<file path="src/ckss_pkg.sv">
package ckss_pkg;

	localparam int unsigned MASK_W       = 16;
	localparam int unsigned MASK_IDX_W   = $clog2(MASK_W);
	localparam int unsigned KEY_W        = 5;
	localparam int unsigned INTERVAL_W   = 20;
	localparam int unsigned PULSE_W      = 8;
	localparam int unsigned TOTAL_W      = 32;
	localparam int unsigned CFG_DATA_W   = 20;
	localparam int unsigned CFG_INDEX_W  = 1;
	localparam int unsigned S_TDATA_W    = 8;
	localparam int unsigned M_TDATA_W    = 88;
	localparam int unsigned KEY_COUNT_DEF = 16;

	localparam logic [INTERVAL_W-1:0] SINCE_MAX        = '1;
	localparam logic [INTERVAL_W-1:0] INTERVAL_RESET   = INTERVAL_W'(10000);
	localparam logic [PULSE_W-1:0]    PULSE_RESET      = PULSE_W'(3);

	localparam logic [CFG_INDEX_W-1:0] REG_POLL_INTERVAL = 1'b0;
	localparam logic [CFG_INDEX_W-1:0] REG_PULSE_TICKS   = 1'b1;

	typedef struct packed {
		logic               scan_done;
		logic [TOTAL_W-1:0] scan_total;
		logic               key_new_release;
		logic               key_new_press;
		logic               key_down;
		logic [MASK_W-1:0]  release_edge_mask;
		logic [MASK_W-1:0]  press_edge_mask;
		logic [MASK_W-1:0]  key_mask;
		logic               scl_level;
	} result_t;

endpackage

</file>
<file path="src/ckss_core.sv">
module ckss_core import ckss_pkg::*; #(
	parameter int unsigned KEY_COUNT = KEY_COUNT_DEF
) (
	input  logic                  clk,
	input  logic                  arst_n,
	input  logic                  step,
	input  logic                  sdo_level,
	input  logic [KEY_W-1:0]      key_number,
	input  logic [INTERVAL_W-1:0] poll_interval_ticks,
	input  logic [PULSE_W-1:0]    pulse_ticks,
	output result_t               result
);

	localparam int unsigned IDX_W = $clog2(KEY_COUNT + 1);
	localparam logic [IDX_W-1:0] LAST_IDX = IDX_W'(KEY_COUNT);
	localparam logic [KEY_W-1:0] KEY_MAX  = KEY_W'(KEY_COUNT);

	typedef enum logic [2:0] {
		IDLE,
		START_LO,
		BIT_LO,
		BIT_HI,
		END_HI
	} phase_t;

	phase_t                phase_q, phase_n;
	logic [IDX_W-1:0]      bit_idx_q, bit_idx_n;
	logic [PULSE_W-1:0]    ticks_q, ticks_n;
	logic [MASK_W-1:0]     shift_q, shift_n;
	logic [MASK_W-1:0]     cur_q, cur_n;
	logic [MASK_W-1:0]     prev_q, prev_n;
	logic [INTERVAL_W-1:0] since_q, since_n;
	logic [TOTAL_W-1:0]    total_q, total_n;

	logic [INTERVAL_W-1:0] interval_eff, since_inc;
	logic [PULSE_W-1:0]    pulse_eff, ticks_inc;
	logic [IDX_W-1:0]      bit_idx_inc;
	logic                  scl, done;
	logic [MASK_W-1:0]     press, release_m;
	logic [KEY_W-1:0]      key_sel;
	logic                  key_ok;

	assign interval_eff = (poll_interval_ticks == '0) ? INTERVAL_W'(1) : poll_interval_ticks;
	assign pulse_eff    = (pulse_ticks == '0) ? PULSE_W'(1) : pulse_ticks;
	assign since_inc    = (since_q != SINCE_MAX) ? since_q + INTERVAL_W'(1) : since_q;

	always_comb begin
		phase_n   = phase_q;
		bit_idx_n = bit_idx_q;
		ticks_n   = ticks_q;
		shift_n   = shift_q;
		cur_n     = cur_q;
		prev_n    = prev_q;
		since_n   = since_inc;
		total_n   = total_q;
		scl       = 1'b1;
		done      = 1'b0;

		// start a read when idle and the poll interval has run out
		if (phase_q == IDLE && since_inc >= interval_eff) begin
			phase_n   = START_LO;
			ticks_n   = '0;
			bit_idx_n = '0;
			shift_n   = '0;
			since_n   = '0;
		end

		ticks_inc   = ticks_n + PULSE_W'(1);
		bit_idx_inc = bit_idx_n + IDX_W'(1);

		if (phase_n != IDLE) begin
			scl = !(phase_n == START_LO || phase_n == BIT_LO);
			if (ticks_inc >= pulse_eff) begin
				ticks_n = '0;
				unique case (phase_n)
					START_LO: phase_n = BIT_LO;
					BIT_LO: begin
						if (!sdo_level)
							shift_n[MASK_IDX_W'(bit_idx_n)] = 1'b1;
						phase_n = BIT_HI;
					end
					BIT_HI: begin
						bit_idx_n = bit_idx_inc;
						phase_n   = (bit_idx_inc >= LAST_IDX) ? END_HI : BIT_LO;
					end
					END_HI: begin
						prev_n    = cur_q;
						cur_n     = shift_n;
						total_n   = total_q + TOTAL_W'(1);
						done      = 1'b1;
						phase_n   = IDLE;
						bit_idx_n = '0;
					end
					default: phase_n = IDLE;
				endcase
			end else begin
				ticks_n = ticks_inc;
			end
		end
	end

	assign press     = cur_n & ~prev_n;
	assign release_m = ~cur_n & prev_n;
	assign key_sel   = key_number - KEY_W'(1);
	assign key_ok    = (key_number != '0) && (key_number <= KEY_MAX);

	always_comb begin
		result.scl_level         = scl;
		result.key_mask          = cur_n;
		result.press_edge_mask   = press;
		result.release_edge_mask = release_m;
		result.key_down          = key_ok & cur_n[key_sel[MASK_IDX_W-1:0]];
		result.key_new_press     = key_ok & press[key_sel[MASK_IDX_W-1:0]];
		result.key_new_release   = key_ok & release_m[key_sel[MASK_IDX_W-1:0]];
		result.scan_total        = total_n;
		result.scan_done         = done;
	end

	always_ff @(posedge clk or negedge arst_n) begin
		if (!arst_n) begin
			phase_q   <= IDLE;
			bit_idx_q <= '0;
			ticks_q   <= '0;
			shift_q   <= '0;
			cur_q     <= '0;
			prev_q    <= '0;
			since_q   <= '0;
			total_q   <= '0;
		end else if (step) begin
			phase_q   <= phase_n;
			bit_idx_q <= bit_idx_n;
			ticks_q   <= ticks_n;
			shift_q   <= shift_n;
			cur_q     <= cur_n;
			prev_q    <= prev_n;
			since_q   <= since_n;
			total_q   <= total_n;
		end
	end

endmodule

</file>
<file path="src/capacitive_keypad_serial_scanner.sv">
// Two-wire serial touch keypad reader. Each request on the slave side is one
// tick of the time base and carries the data pin level and a key number to
// query; each tick gives exactly one result on the master side with the clock
// level to drive, the latest key mask, the press and release edge masks, the
// queried key's answers (zero for key 0 or above KEY_COUNT), the scan count
// and a flag set on the tick that completed a scan. A read starts once
// poll_interval_ticks ticks have passed since the last read began, holds the
// clock low for a start half phase, then reads KEY_COUNT bits LSB first (data low
// means touched, sampled on the last tick of each low phase) and ends with one
// high half phase; every half phase lasts pulse_ticks ticks. A register value
// of zero acts as one. The block takes one tick per clock cycle while the
// master side accepts results; the input register takes each request, and the
// scanner step then carries it into the result register, which offers it.
// Input ready follows output ready through the two stages, so a stalled master
// side holds at most two ticks.
// Write the configuration registers only while no tick is in flight.
module capacitive_keypad_serial_scanner import ckss_pkg::*; #(
	parameter int unsigned KEY_COUNT = KEY_COUNT_DEF
) (
	input  logic                   clk,
	input  logic                   arst_n,
	// configuration write port
	input  logic                   wr_en,
	input  logic [CFG_INDEX_W-1:0] wr_index,
	input  logic [CFG_DATA_W-1:0]  wr_data,
	// tick requests
	input  logic                   s_tvalid,
	output logic                   s_tready,
	input  logic [S_TDATA_W-1:0]   s_tdata,  // [0] sdo_level, [5:1] key_number, [7:6] zero
	// results
	output logic                   m_tvalid,
	input  logic                   m_tready,
	// [0] scl_level, [16:1] key_mask, [32:17] press_edge_mask,
	// [48:33] release_edge_mask, [49] key_down, [50] key_new_press,
	// [51] key_new_release, [83:52] scan_total, [84] scan_done, [87:85] zero
	output logic [M_TDATA_W-1:0]   m_tdata
);

	logic [INTERVAL_W-1:0] interval_q;
	logic [PULSE_W-1:0]    pulse_q;

	logic                  valid_s1;
	logic                  sdo_s1;
	logic [KEY_W-1:0]      key_s1;

	logic                  out_valid_q;
	result_t               res_q;
	result_t               res_next;
	logic                  advance;

	// configuration registers; unknown indexes fall through untouched
	always_ff @(posedge clk or negedge arst_n) begin
		if (!arst_n) begin
			interval_q <= INTERVAL_RESET;
			pulse_q    <= PULSE_RESET;
		end else if (wr_en) begin
			unique case (wr_index)
				REG_POLL_INTERVAL: interval_q <= wr_data[INTERVAL_W-1:0];
				REG_PULSE_TICKS:   pulse_q    <= wr_data[PULSE_W-1:0];
				default: ;
			endcase
		end
	end

	// advance the held tick into the result register when that register is empty or its result is being taken
	assign advance  = valid_s1 && (!out_valid_q || m_tready);
	assign s_tready = !valid_s1 || advance;

	always_ff @(posedge clk or negedge arst_n) begin
		if (!arst_n) begin
			valid_s1 <= 1'b0;
		end else if (s_tready) begin
			valid_s1 <= s_tvalid;
		end
	end

	// payload of the input stage; hold while stalled
	always_ff @(posedge clk) begin
		if (s_tready && s_tvalid) begin
			sdo_s1 <= s_tdata[0];
			key_s1 <= s_tdata[KEY_W:1];
		end
	end

	ckss_core #(
		.KEY_COUNT(KEY_COUNT)
	) u_core (
		.clk                (clk),
		.arst_n             (arst_n),
		.step               (advance),
		.sdo_level          (sdo_s1),
		.key_number         (key_s1),
		.poll_interval_ticks(interval_q),
		.pulse_ticks        (pulse_q),
		.result             (res_next)
	);

	always_ff @(posedge clk or negedge arst_n) begin
		if (!arst_n) begin
			out_valid_q <= 1'b0;
		end else if (advance) begin
			out_valid_q <= 1'b1;
		end else if (m_tready) begin
			out_valid_q <= 1'b0;
		end
	end

	always_ff @(posedge clk) begin
		if (advance) begin
			res_q <= res_next;
		end
	end

	assign m_tvalid = out_valid_q;
	assign m_tdata  = {3'b000, res_q};

endmodule
</file>
<file path="config.mk">
export PLATFORM = sky130hd
export DESIGN_NAME = capacitive_keypad_serial_scanner
export DESIGN_NICKNAME = d
export VERILOG_FILES = /design/src/ckss_pkg.sv /design/src/ckss_core.sv /design/src/capacitive_keypad_serial_scanner.sv
export SDC_FILE = /design/constraint.sdc
export NUM_CORES = 1
export LEC_CHECK = 0
export BUFFER_PORTS_ARGS = -buffer_cell sky130_fd_sc_hd__clkbuf_2
export CAP_MARGIN = 15
export CORE_UTILIZATION = 45
export CTS_BUF_LIST = sky130_fd_sc_hd__clkbuf_4
export DETAILED_ROUTE_END_ITERATION = 7
export SLEW_MARGIN = 20
export SYNTH_ARGS = -nofsm -noshare
export SYNTH_HDL_FRONTEND = slang
export SYNTH_SLANG_ARGS = --single-unit
</file>
<file path="constraint.sdc">
create_clock -name clk -period 10.7 [get_ports clk]
set_clock_uncertainty 0.05 [all_clocks]
set_input_delay 1.605 -clock clk [delete_from_list [all_inputs] [get_ports clk]]
set_output_delay 1.605 -clock clk [all_outputs]
set_load 0.01 [all_outputs]
</file>
# Word-level counts from Yosys, hierarchy flattened

Index checks and enable logic that the tools add are counted.
Widths: inputs -> output; s select.

Div/mod/pow operators: 0
$mul: 0
Shift operators: 0
Magnitude comparators: 7
Reductions and logical operators: 20
Add/subtract/negate cells: 5
Mux-type cells: 41
Equal/unequal tests: 5
Bitwise operators: 9

Operators with widths:

| cell                  | count |
|---|---|
| $mux 16               | 11 |
| $mux 32               | 3 |
| $mux 20               | 3 |
| $add 32x1->32 const B | 1 |
| $and 16x16->16        | 2 |
| $mux 8                | 4 |
| $not 16->16           | 2 |
| $add 20x1->20 const B | 1 |
| $ge 20x20->1          | 1 |
| $logic_not 20->1      | 1 |
| $ne 20x20->1 const B  | 1 |
| $or 16x16->16         | 1 |
| $mux 5                | 3 |
| $bmux 1 s4            | 3 |
| $mux 3                | 4 |
| $lt 4x5->1 const B    | 2 |
| $pmux 5 s2            | 1 |
| $pmux 3 s3            | 1 |
| $add 8x1->8 const B   | 1 |
| $ge 8x8->1            | 1 |
| $logic_not 8->1       | 1 |
| $mux 1                | 7 |
| $eq 3x2->1 const B    | 2 |
| $reduce_and 2->1      | 3 |
| other kinds (17)      | 27 |

Word-level logic and storage cells: 110
Bits in read-only memories: 0
Input port bits: 34
Bits in writable memories: 0
Memories: 0
Bits in latches: 0
Output and inout bits: 90
Flip-flop bits (word level): 237

# Depth between registers and ports, before layout

Word-level depth: 14
Mapped depth: 37
Depth with buffers taken out: 31

# Modules after synthesis

From an unflattened synthesis, not the netlist that was laid out.

Cell total of the unflattened synthesis: 1115
Area, all modules: 12479.5 um2

Modules (own cells, without submodules):

| module                           | times used | cells an instance | seq. area each (um2) | area each (um2) |
|---|---|---|---|---|
| ckss_core                        | 1          | 952               | 2902.8               | 8489.4 |
| capacitive_keypad_serial_scanner | 1          | 163               | 3492.1               | 3990.1 |

# Least setup slack after synthesis

Ideal clock, no wire load.

Kind: register to register
Start point: reg u_core.since_q[0]
End point: reg res_q (netlist bit m_tdata[51]) (data pin)
Library setup time: 0.261 ns
Period minus slack after synthesis: 6.561 ns
Slack: 4.139 ns
Path buffers: 3
Data required time: 10.389 ns
Arrival: 6.250 ns
Stages on the path, launching flop included: 32
Cells stage by stage: dfrtp_1 ha_1 and3_1 nand3_1 nor3_2 nor3b_1 nand3_1 xnor2_1 ha_1 nand4_1 a211o_1 o31ai_1 clkbuf_1 clkbuf_1 nor2_1 ha_1 nand3_1 inv_1 nand3_1 xor2_1 nor2_1 ha_1 o21ai_1 nand2b_1 and3_1 clkbuf_1 nand2_2 inv_2 nand3b_1 o21ai_1 mux4_2 o311a_1

RTL lines:

| element                | RTL line                                | source |
|---|---|---|
| start, declared        | ckss_core.sv:32                         | `logic [INTERVAL_W-1:0] since_q, since_n;` |
| start signal, assigned | ckss_core.sv:136                        | `since_q <= since_n;` |
| end signal, assigned   | capacitive_keypad_serial_scanner.sv:110 | `res_q <= res_next;` |
| end, declared          | capacitive_keypad_serial_scanner.sv:47  | `result_t res_q;` |

==> flow_summary_export.csv <==
group,metric,value,unit
timing,rsz0062_at_grt,"false",
power_and_ir_drop,power_frac_seq,0.435,
worst_setup_path,critical_path.top_delay_family,"simple AND/OR/NAND/NOR gates",
synth,synth-edff-count,91,
timing,hold_ws,454,ps
layout,num-fill-cells,2400,
synth,synth_top_flop_cell,"dfrtp_1",
route,wirelength,27.5,mm
worst_setup_path,cp-start-kind,"flip-flop",
worst_setup_path,crit_arrival,8490,ps
grt,grt_pass1_vias,8665,
clock_tree,cts_hold_buf,0,
layout,drive_above_1_share,0.230,
route,drtPass1Iterations,8,
clock_tree,clkLatencyLatePin,660,ps
clock_tree,clkTransAtPathRegs,70,ps
floorplan,initial_utilization,0.462,
worst_setup_path,path_buf_inv,2,
synth,synthArstFlopShare,0.616,
worst_setup_path,cp-end-kind,"flip-flop",
clock_tree,cts_root_buffer,"clkbuf_4",
timing,slew_headroom,0.242,
clock_tree,cts_buffers,67,
placement,portBuffers,118,
route,vias_per_cell,5.44,
floorplan,fp.dieW,166,µm
timing,min_period,8110,ps
route,wl_per_cell,16.7,µm
synth,avgSynthCellArea,10.8,µm²
floorplan,num_io_pins,124,
clock_tree,cts_sinks,237,
layout,area_growth,14.9,%
timing,worstMarginPinSlew,1140,ps
route,vias,8964,
synth,yosysUniqueCellTypes,64,
power_and_ir_drop,clock_power_share,0.330,
worst_setup_path,required,11070,ps
synth,synth_warnings,0,
layout,mostFrequentLayoutCell,"dfrtp_1",
clock_tree,ctsResizeCount,0,
layout,finalInstanceArea,13900,µm²
synth,synth_area,12100,µm²
grt,grt_max_degree,81,
worst_setup_path,worst_path_largest_cell_delay,890,ps
grt,overflow,0,
route,ant_nets,0,
floorplan,core,26300,µm²
worst_setup_path,rrSetupSlack,2590,ps
timing,setup_viol,0,
route,drt_iter0_drc,595,
layout,multiInputGateArea,5370,µm²
timing,fmax,0.123,GHz
synth,netlist_instances,1120,
run_status,violations,"design-rule violations",
clock_tree,post-cts-setup-buffers,0,
timing,fin_crit_sh,0.758,
placement,gp_congestion,0.819,
synth,ys_seq_area_frac,0.527,
power_and_ir_drop,ir_drop,0.150,mV
power_and_ir_drop,switchingPower,889,µW
worst_setup_path,crit_fanout,27,
grt,grt_pass1_wl,44.4,mm
power_and_ir_drop,p_leak,0.00619,µW
route,drc_errors,8,
layout,final_cell_mix,"dfrtp_1, nand2_1, clkbuf_2",
power_and_ir_drop,power_switching_share,0.325,
worst_setup_path,critPathSlowestCell,"and3_1",
placement,placed_area,13000,µm²
worst_setup_path,crit_type,"reg2reg",
timing,hold_violations,0,
layout,finalNetCount,1333,
power_and_ir_drop,p_comb_frac,0.235,
timing,drv_slew,0,
power_and_ir_drop,power_density,196,nW/µm²
grt,grt_usage,0.201,
run_status,status,"finished with violations",
floorplan,die_area,27600,µm²
hold_path,hold_path.class,"reg2reg",
timing,tns,0,ps
synth,synth-seq-cells,237,
job,max-cap-violations,0,
power_and_ir_drop,internal-power,1850,µW
floorplan,rows,59,
clock_tree,cts_tree,"done",
layout,fin_util,0.531,
floorplan,die_y,166,µm
clock_tree,htree_levels,3,
clock_tree,cts_max_path_buffers,3,
grt,antenna_found_initial,1,
placement,hpwlAfterDp,18.3,mm
layout,regArea,6390,µm²
[cells by family (layout without fill, tap and decap cells)]
kind of cell,count (synthesis),in the layout,synth area share
fa+ha+maj,37,37,0.0382
compound gates,204,204,0.113
xor+xnor,88,88,0.0635
other cells,1,7,0.000309
mux,59,59,0.0609
simple gates,396,396,0.164
flops,237,237,0.527
buf+inv,98,286,0.0336
[worst paths after layout]
kind                                    start            endpoint  cells past startpoint
hold / removal             u_core.total_q[31]  u_core.total_q[31]                      1
hold reg to reg            u_core.total_q[31]  u_core.total_q[31]                      1
max in group asynchronous              arst_n  u_core.total_q[15]                      2
setup reg to reg            u_core.since_q[0]         m_tdata[51]                     30
min in group asynchronous              arst_n            valid_s1                      1
setup / recovery            u_core.since_q[0]         m_tdata[51]                     30
[flip-flops by register name, summed over array words and instances (netlist names), 8 cells and up]
| signal | cells |
|---|---|
| u_core.prev_q | 16 |
| u_core.total_q | 32 |
| interval_q | 20 |
| u_core.ticks_q | 8 |
| u_core.since_q | 20 |
| m_tdata | 85 |
| pulse_q | 8 |
| u_core.cur_q | 16 |
| u_core.shift_q | 16 |
[per-layer routing]
metal,wire [µm],vias to the layer above,GRT usage
met5,0,-,0
met4,556,0,0.0825
met3,1300,43,0.0372
met2,12400,212,0.312
met1,13200,4319,0.277
li1,-,4390,-
[stage by stage]
step                instances  worst slack [ps]  total power (µW)
floorplan                1122              4140              1640
global placement         1528              2390              1830
detailed placement       1528              2330              1850
CTS                      1645              2340              2770
global route             1649              1960              2910
finish                   1649              2590              2740
[worst reg2reg max path: cells and delay by family, from the launching register on]
kind | cells | cell delay (ps)
mux | 1 | 500
xor+xnor | 2 | 340
fa+ha+maj | 4 | 1170
buf+inv | 2 | 560
flops | 1 | 420
compound gates | 8 | 1570
simple gates | 13 | 3310
[power groups by stage]
| stage | clock network, µW | registers, µW | logic, µW |
|---|---|---|---|
| final | 905 | 1190 | 643 |
| after global routing | 983 | 1210 | 716 |
| after CTS | 938 | 1190 | 645 |
| after detailed placement | 0 | 1210 | 641 |
| after global placement | 0 | 1200 | 628 |
| after floorplan | 0 | 1180 | 456 |
[area by class of cell]
type	instances	area share
Antenna cell	4	0.000718
Multi-Input combinational cell	787	0.385
Clock buffer	100	0.0538
Sequential cell	237	0.459
Tap cell	335	0.0301
Clock inverter	17	0.0128
Timing Repair Buffer	125	0.0466
Inverter	44	0.0120
[synth_stat cells, types with 8 or more instances]
master     number  area [µm²]
and2_1          8        50.1
o21ai_0        65         325
nand2b_1       30         188
buf_2          14        70.1
o2bb2ai_1      24         210
mux2i_1        22         220
xnor2_1        44         385
a22o_1          9        78.8
a31oi_1        17         106
a21o_1         14         105
nor2_1         75         282
a21oi_1        17        85.1
nand3_1        49         245
xor2_1         44         385
nor4_1         11        68.8
inv_1          42         158
nor2b_1        11        68.8
nand2_1       118         443
nor3_1         23         115
nand4_1        20         125
o22ai_1        15        93.8
mux4_2          9         203
dfrtp_1       139        3480
edfxtp_1       91        2730
and3_1         14        87.6
nand3b_1       10        75.1
clkbuf_1       31         116
ha_1           37         463
mux2_2         28         315
Note: power is estimated with default switching activity, not from simulation.
